--- config.mk ---
export PLATFORM = sky130hd
export DESIGN_NAME = rtc_registers_to_epoch_seconds
export DESIGN_NICKNAME = d
export VERILOG_FILES = /design/src/rtc2epoch_pkg.sv /design/src/rtc_registers_to_epoch_seconds.sv
export SDC_FILE = /design/constraint.sdc
export NUM_CORES = 1
export LEC_CHECK = 0
export BUFFER_PORTS_ARGS = -buffer_cell sky130_fd_sc_hd__buf_4
export CELL_PAD_IN_SITES_DETAIL_PLACEMENT = 0
export CELL_PAD_IN_SITES_GLOBAL_PLACEMENT = 1
export CORE_AREA = 5 5 250 252
export DETAILED_ROUTE_END_ITERATION = 6
export DIE_AREA = 0 0 255 257
export PLACE_DENSITY = 0.55
export REMOVE_ABC_BUFFERS = 1
export SYNTH_ARGS = -nofsm -noshare
export SYNTH_HDL_FRONTEND = slang
export SYNTH_SLANG_ARGS = --single-unit
--- constraint.sdc ---
create_clock -name clk -period 6.25 [get_ports clk]
set_input_delay 0.625 -clock clk [delete_from_list [all_inputs] [get_ports clk]]
set_output_delay 0.625 -clock clk [all_outputs]
set_load 0.005 [all_outputs]
--- src/rtc2epoch_pkg.sv ---
// shared types, constants and calendar tables for the rtc to epoch converter
package rtc2epoch_pkg;

  localparam logic [7:0]  BinaryBit   = 8'h04;
  localparam logic [7:0]  Hour24Bit   = 8'h02;
  localparam logic [7:0]  PmBit       = 8'h80;
  localparam logic [7:0]  HourMask    = 8'h7F;
  localparam logic [3:0]  NibbleMask  = 4'hF;
  localparam logic [14:0] EpochYear   = 15'd1970;
  localparam logic [14:0] LastYear    = 15'd2099;
  localparam logic [16:0] SecsPerDay  = 17'd86400;
  localparam logic [11:0] SecsPerHour = 12'd3600;
  localparam int          Latency     = 4;

  typedef struct packed {
    logic [7:0]  sec;
    logic [7:0]  min;
    logic [7:0]  hr;
    logic [7:0]  day;
    logic [7:0]  mon;
    logic [14:0] year;
  } rtc_fields_t;

  function automatic logic [7:0] bcd_to_bin(input logic [7:0] v);
    logic [7:0] tens;
    logic [7:0] ones;
    tens = {4'd0, v[7:4] & NibbleMask};
    ones = {4'd0, v[3:0] & NibbleMask};
    return 8'((tens << 3) + (tens << 1) + ones);
  endfunction

  function automatic logic [8:0] days_before_month(input logic [3:0] mon);
    logic [8:0] d;
    unique case (mon)
      4'd1:    d = 9'd0;
      4'd2:    d = 9'd31;
      4'd3:    d = 9'd59;
      4'd4:    d = 9'd90;
      4'd5:    d = 9'd120;
      4'd6:    d = 9'd151;
      4'd7:    d = 9'd181;
      4'd8:    d = 9'd212;
      4'd9:    d = 9'd243;
      4'd10:   d = 9'd273;
      4'd11:   d = 9'd304;
      4'd12:   d = 9'd334;
      default: d = 9'd0;
    endcase
    return d;
  endfunction

  function automatic logic [4:0] month_length(input logic [3:0] mon);
    logic [4:0] l;
    unique case (mon)
      4'd2:                      l = 5'd28;
      4'd4, 4'd6, 4'd9, 4'd11:   l = 5'd30;
      default:                   l = 5'd31;
    endcase
    return l;
  endfunction

endpackage

--- src/rtc_registers_to_epoch_seconds.sv ---
// rtc register snapshot to unix epoch seconds, four stage pipeline
// the start beat is registered through v1_r, v2_r, v3_r and v4_r to the out_valid strobe
// throughput: one beat per cycle; busy stays low, the pipeline never stalls
// stages: field decode, year multiply and range checks, day count, day-to-seconds multiply
// reset: synchronous active-low rst_n clears the stage valid bits only
module rtc_registers_to_epoch_seconds (
  input  logic        clk,
  input  logic        rst_n,
  input  logic        start,
  output logic        busy,
  input  logic [7:0]  in_seconds_raw,
  input  logic [7:0]  in_minutes_raw,
  input  logic [7:0]  in_hours_raw,
  input  logic [7:0]  in_day_raw,
  input  logic [7:0]  in_month_raw,
  input  logic [7:0]  in_year_raw,
  input  logic [7:0]  in_century_raw,
  input  logic [7:0]  in_status_b,
  output logic        out_valid,
  output logic [31:0] out_unix_seconds,
  output logic        out_date_valid,
  output logic [7:0]  out_seconds_out,
  output logic [7:0]  out_minutes_out,
  output logic [7:0]  out_hours_out,
  output logic [7:0]  out_day_out,
  output logic [7:0]  out_month_out,
  output logic [14:0] out_full_year
);
  import rtc2epoch_pkg::*;

  logic accept;

  // stage 1: decoded fields
  logic        v1_r;
  logic [7:0]  sec1_r, min1_r, hr1_r, day1_r, mon1_r, yr1_r, cen1_r;
  logic [7:0]  sec1_nxt, min1_nxt, hr1_nxt, day1_nxt, mon1_nxt, yr1_nxt, cen1_nxt;

  // stage 2: year, field checks, time of day
  logic        v2_r;
  rtc_fields_t f2_r, f2_nxt;
  logic        ok2_r, ok2_nxt;
  logic [16:0] tod2_r, tod2_nxt;
  logic [8:0]  dbm2_r, dbm2_nxt;
  logic [4:0]  mlen2_r, mlen2_nxt;

  // stage 3: day count and final validity
  logic        v3_r;
  rtc_fields_t f3_r;
  logic        ok3_r, ok3_nxt;
  logic [16:0] tod3_r;
  logic [15:0] days3_r, days3_nxt;

  // stage 4: output register
  logic        v4_r;
  rtc_fields_t f4_r;
  logic        ok4_r;
  logic [31:0] unix4_r, unix4_nxt;

  assign busy   = 1'b0;
  assign accept = start && !busy;

  always_comb begin
    logic [7:0] hr_raw;
    logic       pm;
    logic       h24;
    logic       binary;
    binary = (in_status_b & BinaryBit) != 8'd0;
    h24    = (in_status_b & Hour24Bit) != 8'd0;
    pm     = !h24 && ((in_hours_raw & PmBit) != 8'd0);
    hr_raw = h24 ? in_hours_raw : (in_hours_raw & HourMask);
    if (binary) begin
      sec1_nxt = in_seconds_raw;
      min1_nxt = in_minutes_raw;
      hr1_nxt  = hr_raw;
      day1_nxt = in_day_raw;
      mon1_nxt = in_month_raw;
      yr1_nxt  = in_year_raw;
      cen1_nxt = in_century_raw;
    end else begin
      sec1_nxt = bcd_to_bin(in_seconds_raw);
      min1_nxt = bcd_to_bin(in_minutes_raw);
      hr1_nxt  = bcd_to_bin(hr_raw);
      day1_nxt = bcd_to_bin(in_day_raw);
      mon1_nxt = bcd_to_bin(in_month_raw);
      yr1_nxt  = bcd_to_bin(in_year_raw);
      cen1_nxt = bcd_to_bin(in_century_raw);
    end
    if (!h24) begin
      if (pm) begin
        if (hr1_nxt != 8'd12) begin
          hr1_nxt = hr1_nxt + 8'd12;
        end
      end else if (hr1_nxt == 8'd12) begin
        hr1_nxt = 8'd0;
      end
    end
  end

  always_comb begin
    f2_nxt.sec  = sec1_r;
    f2_nxt.min  = min1_r;
    f2_nxt.hr   = hr1_r;
    f2_nxt.day  = day1_r;
    f2_nxt.mon  = mon1_r;
    f2_nxt.year = 15'(cen1_r) * 15'd100 + {7'd0, yr1_r};
    ok2_nxt     = (sec1_r <= 8'd59) && (min1_r <= 8'd59) && (hr1_r <= 8'd23) &&
                  (mon1_r >= 8'd1) && (mon1_r <= 8'd12) && (day1_r >= 8'd1);
    tod2_nxt    = 17'(hr1_r[4:0]) * {5'd0, SecsPerHour} + 17'(min1_r[5:0]) * 17'd60
                + {11'd0, sec1_r[5:0]};
    dbm2_nxt    = days_before_month(mon1_r[3:0]);
    mlen2_nxt   = month_length(mon1_r[3:0]);
  end

  always_comb begin
    logic       leap;
    logic [4:0] mlen;
    logic [7:0] yoff;
    logic [8:0] yoff1;
    leap      = f2_r.year[1:0] == 2'd0;
    mlen      = (f2_r.mon == 8'd2 && leap) ? 5'd29 : mlen2_r;
    ok3_nxt   = ok2_r && (f2_r.year >= EpochYear) && (f2_r.year <= LastYear) &&
                (f2_r.day <= {3'd0, mlen});
    yoff      = 8'(f2_r.year - EpochYear);
    yoff1     = {1'b0, yoff} + 9'd1;
    days3_nxt = 16'(yoff) * 16'd365 + {9'd0, yoff1[8:2]} + {7'd0, dbm2_r}
              + {8'd0, f2_r.day - 8'd1}
              + {15'd0, leap && (f2_r.mon > 8'd2)};
  end

  always_comb begin
    unix4_nxt = ok3_r ? (32'(days3_r) * {15'd0, SecsPerDay} + {15'd0, tod3_r}) : 32'd0;
  end

  always_ff @(posedge clk) begin
    if (!rst_n) begin
      v1_r <= 1'b0;
      v2_r <= 1'b0;
      v3_r <= 1'b0;
      v4_r <= 1'b0;
    end else begin
      v1_r <= accept;
      v2_r <= v1_r;
      v3_r <= v2_r;
      v4_r <= v3_r;
    end
  end

  always_ff @(posedge clk) begin
    sec1_r  <= sec1_nxt;
    min1_r  <= min1_nxt;
    hr1_r   <= hr1_nxt;
    day1_r  <= day1_nxt;
    mon1_r  <= mon1_nxt;
    yr1_r   <= yr1_nxt;
    cen1_r  <= cen1_nxt;
    f2_r    <= f2_nxt;
    ok2_r   <= ok2_nxt;
    tod2_r  <= tod2_nxt;
    dbm2_r  <= dbm2_nxt;
    mlen2_r <= mlen2_nxt;
    f3_r    <= f2_r;
    ok3_r   <= ok3_nxt;
    tod3_r  <= tod2_r;
    days3_r <= days3_nxt;
    f4_r    <= f3_r;
    ok4_r   <= ok3_r;
    unix4_r <= unix4_nxt;
  end

  assign out_valid        = v4_r;
  assign out_unix_seconds = unix4_r;
  assign out_date_valid   = ok4_r;
  assign out_seconds_out  = f4_r.sec;
  assign out_minutes_out  = f4_r.min;
  assign out_hours_out    = f4_r.hr;
  assign out_day_out      = f4_r.day;
  assign out_month_out    = f4_r.mon;
  assign out_full_year    = f4_r.year;

`ifndef SYNTHESIS
  a_latency: assert property (@(posedge clk) disable iff (!rst_n)
    accept |-> ##4 out_valid)
    else $error("start beat did not reach the output after four cycles");

  a_invalid_zero: assert property (@(posedge clk) disable iff (!rst_n)
    out_valid && !out_date_valid |-> out_unix_seconds == 32'd0)
    else $error("invalid date with nonzero epoch seconds");

  a_valid_ranges: assert property (@(posedge clk) disable iff (!rst_n)
    out_valid && out_date_valid |->
      out_hours_out <= 8'd23 && out_month_out >= 8'd1 && out_month_out <= 8'd12 &&
      out_full_year >= EpochYear && out_full_year <= LastYear)
    else $error("date flagged valid with out of range fields");

  a_valid_bound: assert property (@(posedge clk) disable iff (!rst_n)
    out_valid && out_date_valid |-> out_unix_seconds <= 32'd4102444799)
    else $error("epoch seconds beyond end of 2099");
`endif

endmodule
==> results of run 1 <==
worst paths after layout:
| check | end | cells past startpoint | startpoint | slack, ns |
|---|---|---|---|---|
| setup reg to reg | days3_r[14] | 22 | f2_r[1] | 0.49 |
| setup / recovery | days3_r[14] | 22 | f2_r[1] | 0.49 |
| hold reg to reg | out_month_out[0] | 0 | f3_r[15] | 0.31 |
| hold / removal | min1_r[0] | 1 | in_minutes_raw[0] | 0.16 |
metal layers:
layer  vias to the layer above  share of wire (%)  GRT usage (%)
met5                         -                  0              0
met4                         0                2.0           3.10
met3                        48                5.0           2.57
met2                       148                 46           18.7
met1                      5180                 47           15.1
li1                       5919                  -              -
critical path: stages, from the launching register on:
cell	delay [ns]
dfxtp_1	0.31
buf_4	0.17
inv_1	0.07
buf_4	0.17
ha_1	0.32
inv_1	0.15
ha_1	0.24
inv_1	0.08
fa_1	0.54
inv_1	0.05
fa_1	0.46
fa_1	0.54
inv_1	0.05
fa_1	0.52
inv_1	0.04
ha_1	0.30
a21boi_0	0.24
o21ai_0	0.15
a21boi_0	0.25
o21ai_0	0.14
a21boi_0	0.49
nor4b_1	0.11
a311oi_1	0.25
state kept, by name, indices dropped and copies added (netlist names), 9 cells and up:
register,flops
days3_r,16
dbm2_r,9
f2_r,53
f3_r,55
out_full_year,15
out_unix_seconds,32
tod2_r,17
tod3_r,15
metrics by stage:
stage,utilization (%),worst slack (ns),std cells,area [µm²]
global route,35.5,0.130,2653,21300
floorplan,-,0.847,1640,17700
global placement,33.1,0.524,2581,19800
finish,35.5,0.489,2653,21300
detailed placement,33.1,0.442,2581,19800
CTS,35.5,0.407,2653,21300
logic make-up (layout without fill, tap and decap cells):
family | count (synthesis) | count (layout) | share of synthesized area, %
AOI/OAI and AO/OA | 254 | 254 | 9.42
xor gates and xnor gates | 128 | 128 | 6.36
adders and majority gates | 411 | 411 | 33.3
buffers and inverters | 256 | 465 | 5.48
DFF | 317 | 317 | 35.8
muxes | 31 | 31 | 1.90
other | 1 | 1 | 0.0211
and+or+nand+nor | 264 | 264 | 7.74
layout make-up:
class,instances,share of cell area (%)
Timing Repair Buffer,159,5.62
Multi-Input combinational cell,1089,49.1
Clock inverter,26,1.75
Clock buffer,46,4.95
Inverter,234,4.13
Tap cell,782,4.60
Sequential cell,317,29.9
cells in the mapped netlist, types with 7 or more instances:
library cell	instances	area (µm²)
nand3_1	25	125
mux2i_1	10	100
a211oi_1	7	52.6
clkbuf_1	15	56.3
xor2_1	52	455
nand2_1	65	244
mux2_2	21	236
o21ai_0	46	230
nor4_1	9	56.3
o31a_1	7	61.3
xnor2_1	75	657
dfxtp_1	317	6350
a21o_1	42	315
inv_1	234	878
nand4_1	8	50.1
and2_1	21	131
ha_1	308	3850
nor2b_1	15	93.8
o21bai_1	16	120
o211ai_1	10	75.1
nor3_1	13	65.1
fa_1	103	2060
a21oi_1	75	375
nor2_1	64	240
placed cells by master, fill, tap and decap left out, types with 15 or more instances in the layout:
cell type	instances
nand2_1	65
a21o_1	42
dfxtp_1	317
inv_1	234
nor2_1	64
and2_1	21
o21ai_0	46
nor2b_1	15
fa_1	103
o21bai_1	16
xnor2_1	75
a21oi_1	75
clkbuf_16	39
ha_1	308
buf_4	159
mux2_2	21
xor2_1	52
nand3_1	25
==> results.md, run 1 <==
- Max clock buf depth: 3
- Tightest Hold Check Type: in2reg
- Seq. cell area: 6350 µm²
- Fin crit period: about 5.8 ns
- Crit end category: flop
- Clock root buffer: clkbuf_16
- Worst-path clk slew: 0.06 ns
- Yosys reg bits: about 320
- CTS buffer count: 39
- Iter 0 DRT Violations: 260
- Fin nets: around 2300
- Clk_skew: 0.0283 ns
- Fmax: between 0.15 and 0.2 GHz
- Total GRT Usage: 11.4%
- Setup bufs post-CTS: 0
- Number of synthesized flops with an enable pin: 0
- # setup viols final: 0
- GP Congestion: roughly 0.83
- DR vias: 11300
- Netlist area before placement: 17800 µm²
- Crit path kind: reg2reg
- Multi-input gate area: roughly 10000 µm²
- Final Cycle Share: 92.2%
- RSZ-0062 raised after global routing: no
- Cell count after synthesis: 1662
- Layout cells sized above 1: between 10 and 15%
- Core box area: around 60000 µm²
- Critical Path RT: between 6 and 7 ns
- Post-synthesis cell type count: 75
- Setup TNS: 0 ns
- Status: finished clean
- ANT nets after route: 0
- Ys flop type: dfxtp_1
- Fill cells: 5999
- First-pass GRT wire length: 61.2 mm
- Vias per std cell: 4.26
- CTS tree: done
- Layout area overhead: 19.7%
- Average wire per standard cell: 13.8 µm
- # hold bufs at CTS: 0
- Worst-margin pin slew: 0.758 ns
- CP Launch Type: flop
- Critical path data arrival time: 6.21 ns
- DIE AREA: 65500 µm²
- ANT cells: 0
- Avg Inst Size Synth: 10.7 µm²
- Port Buf Inserts: approximately 150
- Synth warn: 0
- Remaining global-route overflow: 0
- Drt pass-1 iters: 4
- Largest net degree at the start of global routing: between 70 and 80
- Antenna violations before repair: 2
- Worst rel slew slack: between 40% and 50%
- Synth async-reset ratio: 0%
- Initial Util: between 20% and 30%
- Hpwl dp: 30.0 mm
- Sinks on the clock net: roughly 320
- Remaining DRCs: 0
- Number of global-route vias before repair: 12000
- Max-cap viol count: 0
- Chip height: 257 µm
- Resize count post-CTS: 0
- Row cnt: 90
- Sequential fraction of the synthesis area: 35.8%
- Final Hold Fails: 0
- Top-Level Pins: ~160
- Final hold slack: 0.158 ns
- DIE WIDTH: 255 µm
- Post-Route WL: 36.7 mm
- Critical path peak fanout: 8
- Clk_lat worst skew: 0.57 ns
- H-tree levels: 2
- Max-slew violations: 0
Power of run 1 is not shown: default switching activity piles up to over one toggle a cycle in this logic, so the estimate is an artifact.
==> run 2: changes to the inputs <==
--- a/config.mk
+++ b/config.mk
@@ -13,6 +13,7 @@
 export DIE_AREA = 0 0 255 257
 export PLACE_DENSITY = 0.55
 export REMOVE_ABC_BUFFERS = 1
+export SLEW_MARGIN = 20
 export SYNTH_ARGS = -nofsm -noshare
 export SYNTH_HDL_FRONTEND = slang
 export SYNTH_SLANG_ARGS = --single-unit
==> constraint.sdc (replaced) <==
create_clock -name clk -period 5.45 [get_ports clk]
set_input_delay 0.545 -clock clk [delete_from_list [all_inputs] [get_ports clk]]
set_output_delay 0.545 -clock clk [all_outputs]
set_load 0.005 [all_outputs]
==> run 2 against run 1 <==
  * Maximum frequency grew 12%
  * Count of clock-buffer cells in the layout grew 2
  * Non-clock buffer count grew 26
  * First-iteration DRC count grew 3.5%
  * Register-to-register slack lost 0.20 ns
  * Final cell count grew 0.98%
  * Via count grew 1.5%
  * Critical endpoint is now out_unix_seconds[31]
  * Design area grew 0.72%
  * Die area is the same
  * Global-route usage grew 0.054 points
==> results.md, run 2 (synthesis gave the netlist of run 1 again) <==
- DIE WIDTH: 255 µm
- Final hold slack: 0.0902 ns
- Final core occ: 35.7%
- RSZ-0062 raised after global routing: no
- Critical Path RT: 5.88 ns
- Critical Path Most Common Cell: inv_1
- Crit end category: flop
- # hold bufs at CTS: 0
- Initial Util: 29.6%
- Largest registers: f3_r: 55 flops, f2_r: 53 flops, out_unix_seconds: 32 flops
- H-tree levels: 2
- Largest Register: f3_r
- Antenna violations before repair: 0
- Clock root buffer: clkbuf_16
- Clk_lat worst skew: 0.55 ns
- DR vias: 11500
- Sinks on the clock net: 317
- First-pass GRT wire length: 61.2 mm
- Average wire per standard cell: approximately 14 µm
- Remaining DRCs: 0
- Top Family by Delay on Critical Path: adder cells
- Iter 0 DRT Violations: 269
- Worst-margin pin slew: around 0.76 ns
- Critical path peak fanout: 8
- Layout cells sized above 1: between 10% and 20%
- Commonest non-fill, non-tap cell in the layout: dfxtp_1
- Hpwl dp: 30.5 mm
- Top-Level Pins: 157
- Worst setup margin: 0.289 ns
- Row cnt: 90
- Final Cycle Share: 94.7%
- GP Congestion: 0.810
- # setup viols final: 0
- Seq. cell area: 6350 µm²
- Worst path max stage delay: between 0.5 and 0.6 ns
- Critical path data arrival time: 5.59 ns
- Layout area overhead: 20.6%
- Fin nets: 2344
- CP Launch Type: flop
- Drt pass-1 iters: 4
- CTS buffer count: 39
- Chip height: 257 µm
- Max-cap viol count: 0
- Dpl ws: -0.0165 ns
- Status: finished clean
- Remaining global-route overflow: 0
- ANT nets after route: 0
- Port Buf Inserts: ~150
- Max-slew violations: 0
- Max clock buf depth: 3
- CP Cell Sequence: ha_1, inv_1, fa_1, inv_1, fa_1, ha_1, inv_1, fa_1, inv_1, ha_1, buf_4, a21oi_1, nor3b_1, o21ai_0, xnor2_1, nand3_2, nor4_4, a211oi_1, or2_1
- Most frequent cells in the layout: dfxtp_1, ha_1, inv_1
- Fin crit period: 5.16 ns
- Vias per std cell: 4.28
- Tightest Hold Check Type: in2reg
- Worst rel slew slack: between 40% and 50%
- Core box area: 59900 µm²
- Worst-path clk slew: 0.06 ns
- CP max stage cell: fa_1
- Number of global-route vias before repair: ~12000
- Largest net degree at the start of global routing: 71
- Setup TNS: 0 ns
- Clk_skew: 0.0244 ns
- CTS tree: done
- Fill cells: 6042
- Multi-input gate area: 10500 µm²
- Final Hold Fails: 0
- Max reg flops: 55
- Post-Route WL: between 30 and 40 mm
- Buf+Inv Stages, Crit Path: 5
- Fmax: 0.194 GHz
- Total GRT Usage: 11.5%
- DIE AREA: 65500 µm²
- Crit path kind: reg2reg
==> run 2: layout make-up <==
type / count / area share [%]
Multi-Input combinational cell: 1089 / 49.0
Clock buffer: 48 / 5.00
Clock inverter: 22 / 1.13
Antenna cell: 2 / 0.0234
Sequential cell: 317 / 29.7
Tap cell: 782 / 4.57
Inverter: 234 / 4.10
Timing Repair Buffer: 185 / 6.49
==> run 2: routing by layer <==
metal | routed length (µm) | share of wire (%) | up-vias | GRT usage [%]
met5 | 0 | 0 | - | 0
met4 | 689 | 1.8 | 0 | 2.89
met3 | 1710 | 4.6 | 44 | 2.82
met2 | 17200 | 46 | 151 | 18.8
met1 | 17700 | 47 | 5282 | 15.2
li1 | - | - | 5988 | -
==> run 2: path summary, 6_finish.rpt <==
path / slack (ns) / cells after the start / startpoint / to
setup / recovery: 0.29 / 19 / days3_r[1] / out_unix_seconds[31]
hold / removal: 0.09 / 1 / in_month_raw[0] / mon1_r[0]
hold reg to reg: 0.32 / 0 / f3_r[34] / out_hours_out[3]
setup reg to reg: 0.29 / 19 / days3_r[1] / out_unix_seconds[31]
==> run 2: stage by stage <==
step	instance area, µm²	std cells
finish	21400	2679
detailed placement	20000	2604
floorplan	17700	1640
CTS	21300	2674
global route	21400	2677
global placement	20000	2604
==> run 2: worst reg2reg max path, stage by stage (launching register included) <==
cell	delay, ns
dfxtp_2	0.35
ha_1	0.28
inv_1	0.07
fa_1	0.51
inv_1	0.05
fa_1	0.39
ha_1	0.28
inv_1	0.05
fa_1	0.49
inv_1	0.04
ha_1	0.33
buf_4	0.18
a21oi_1	0.26
nor3b_1	0.35
o21ai_0	0.15
xnor2_1	0.36
nand3_2	0.19
nor4_4	0.36
a211oi_1	0.11
or2_1	0.23
==> run 2: timing repair <==
item,CTS,global route
setup buffers,0,3
gates resized for setup,1,24
setup endpoints to repair,1,10
pin swaps,0,7
Power of run 2 is left out for the same reason.
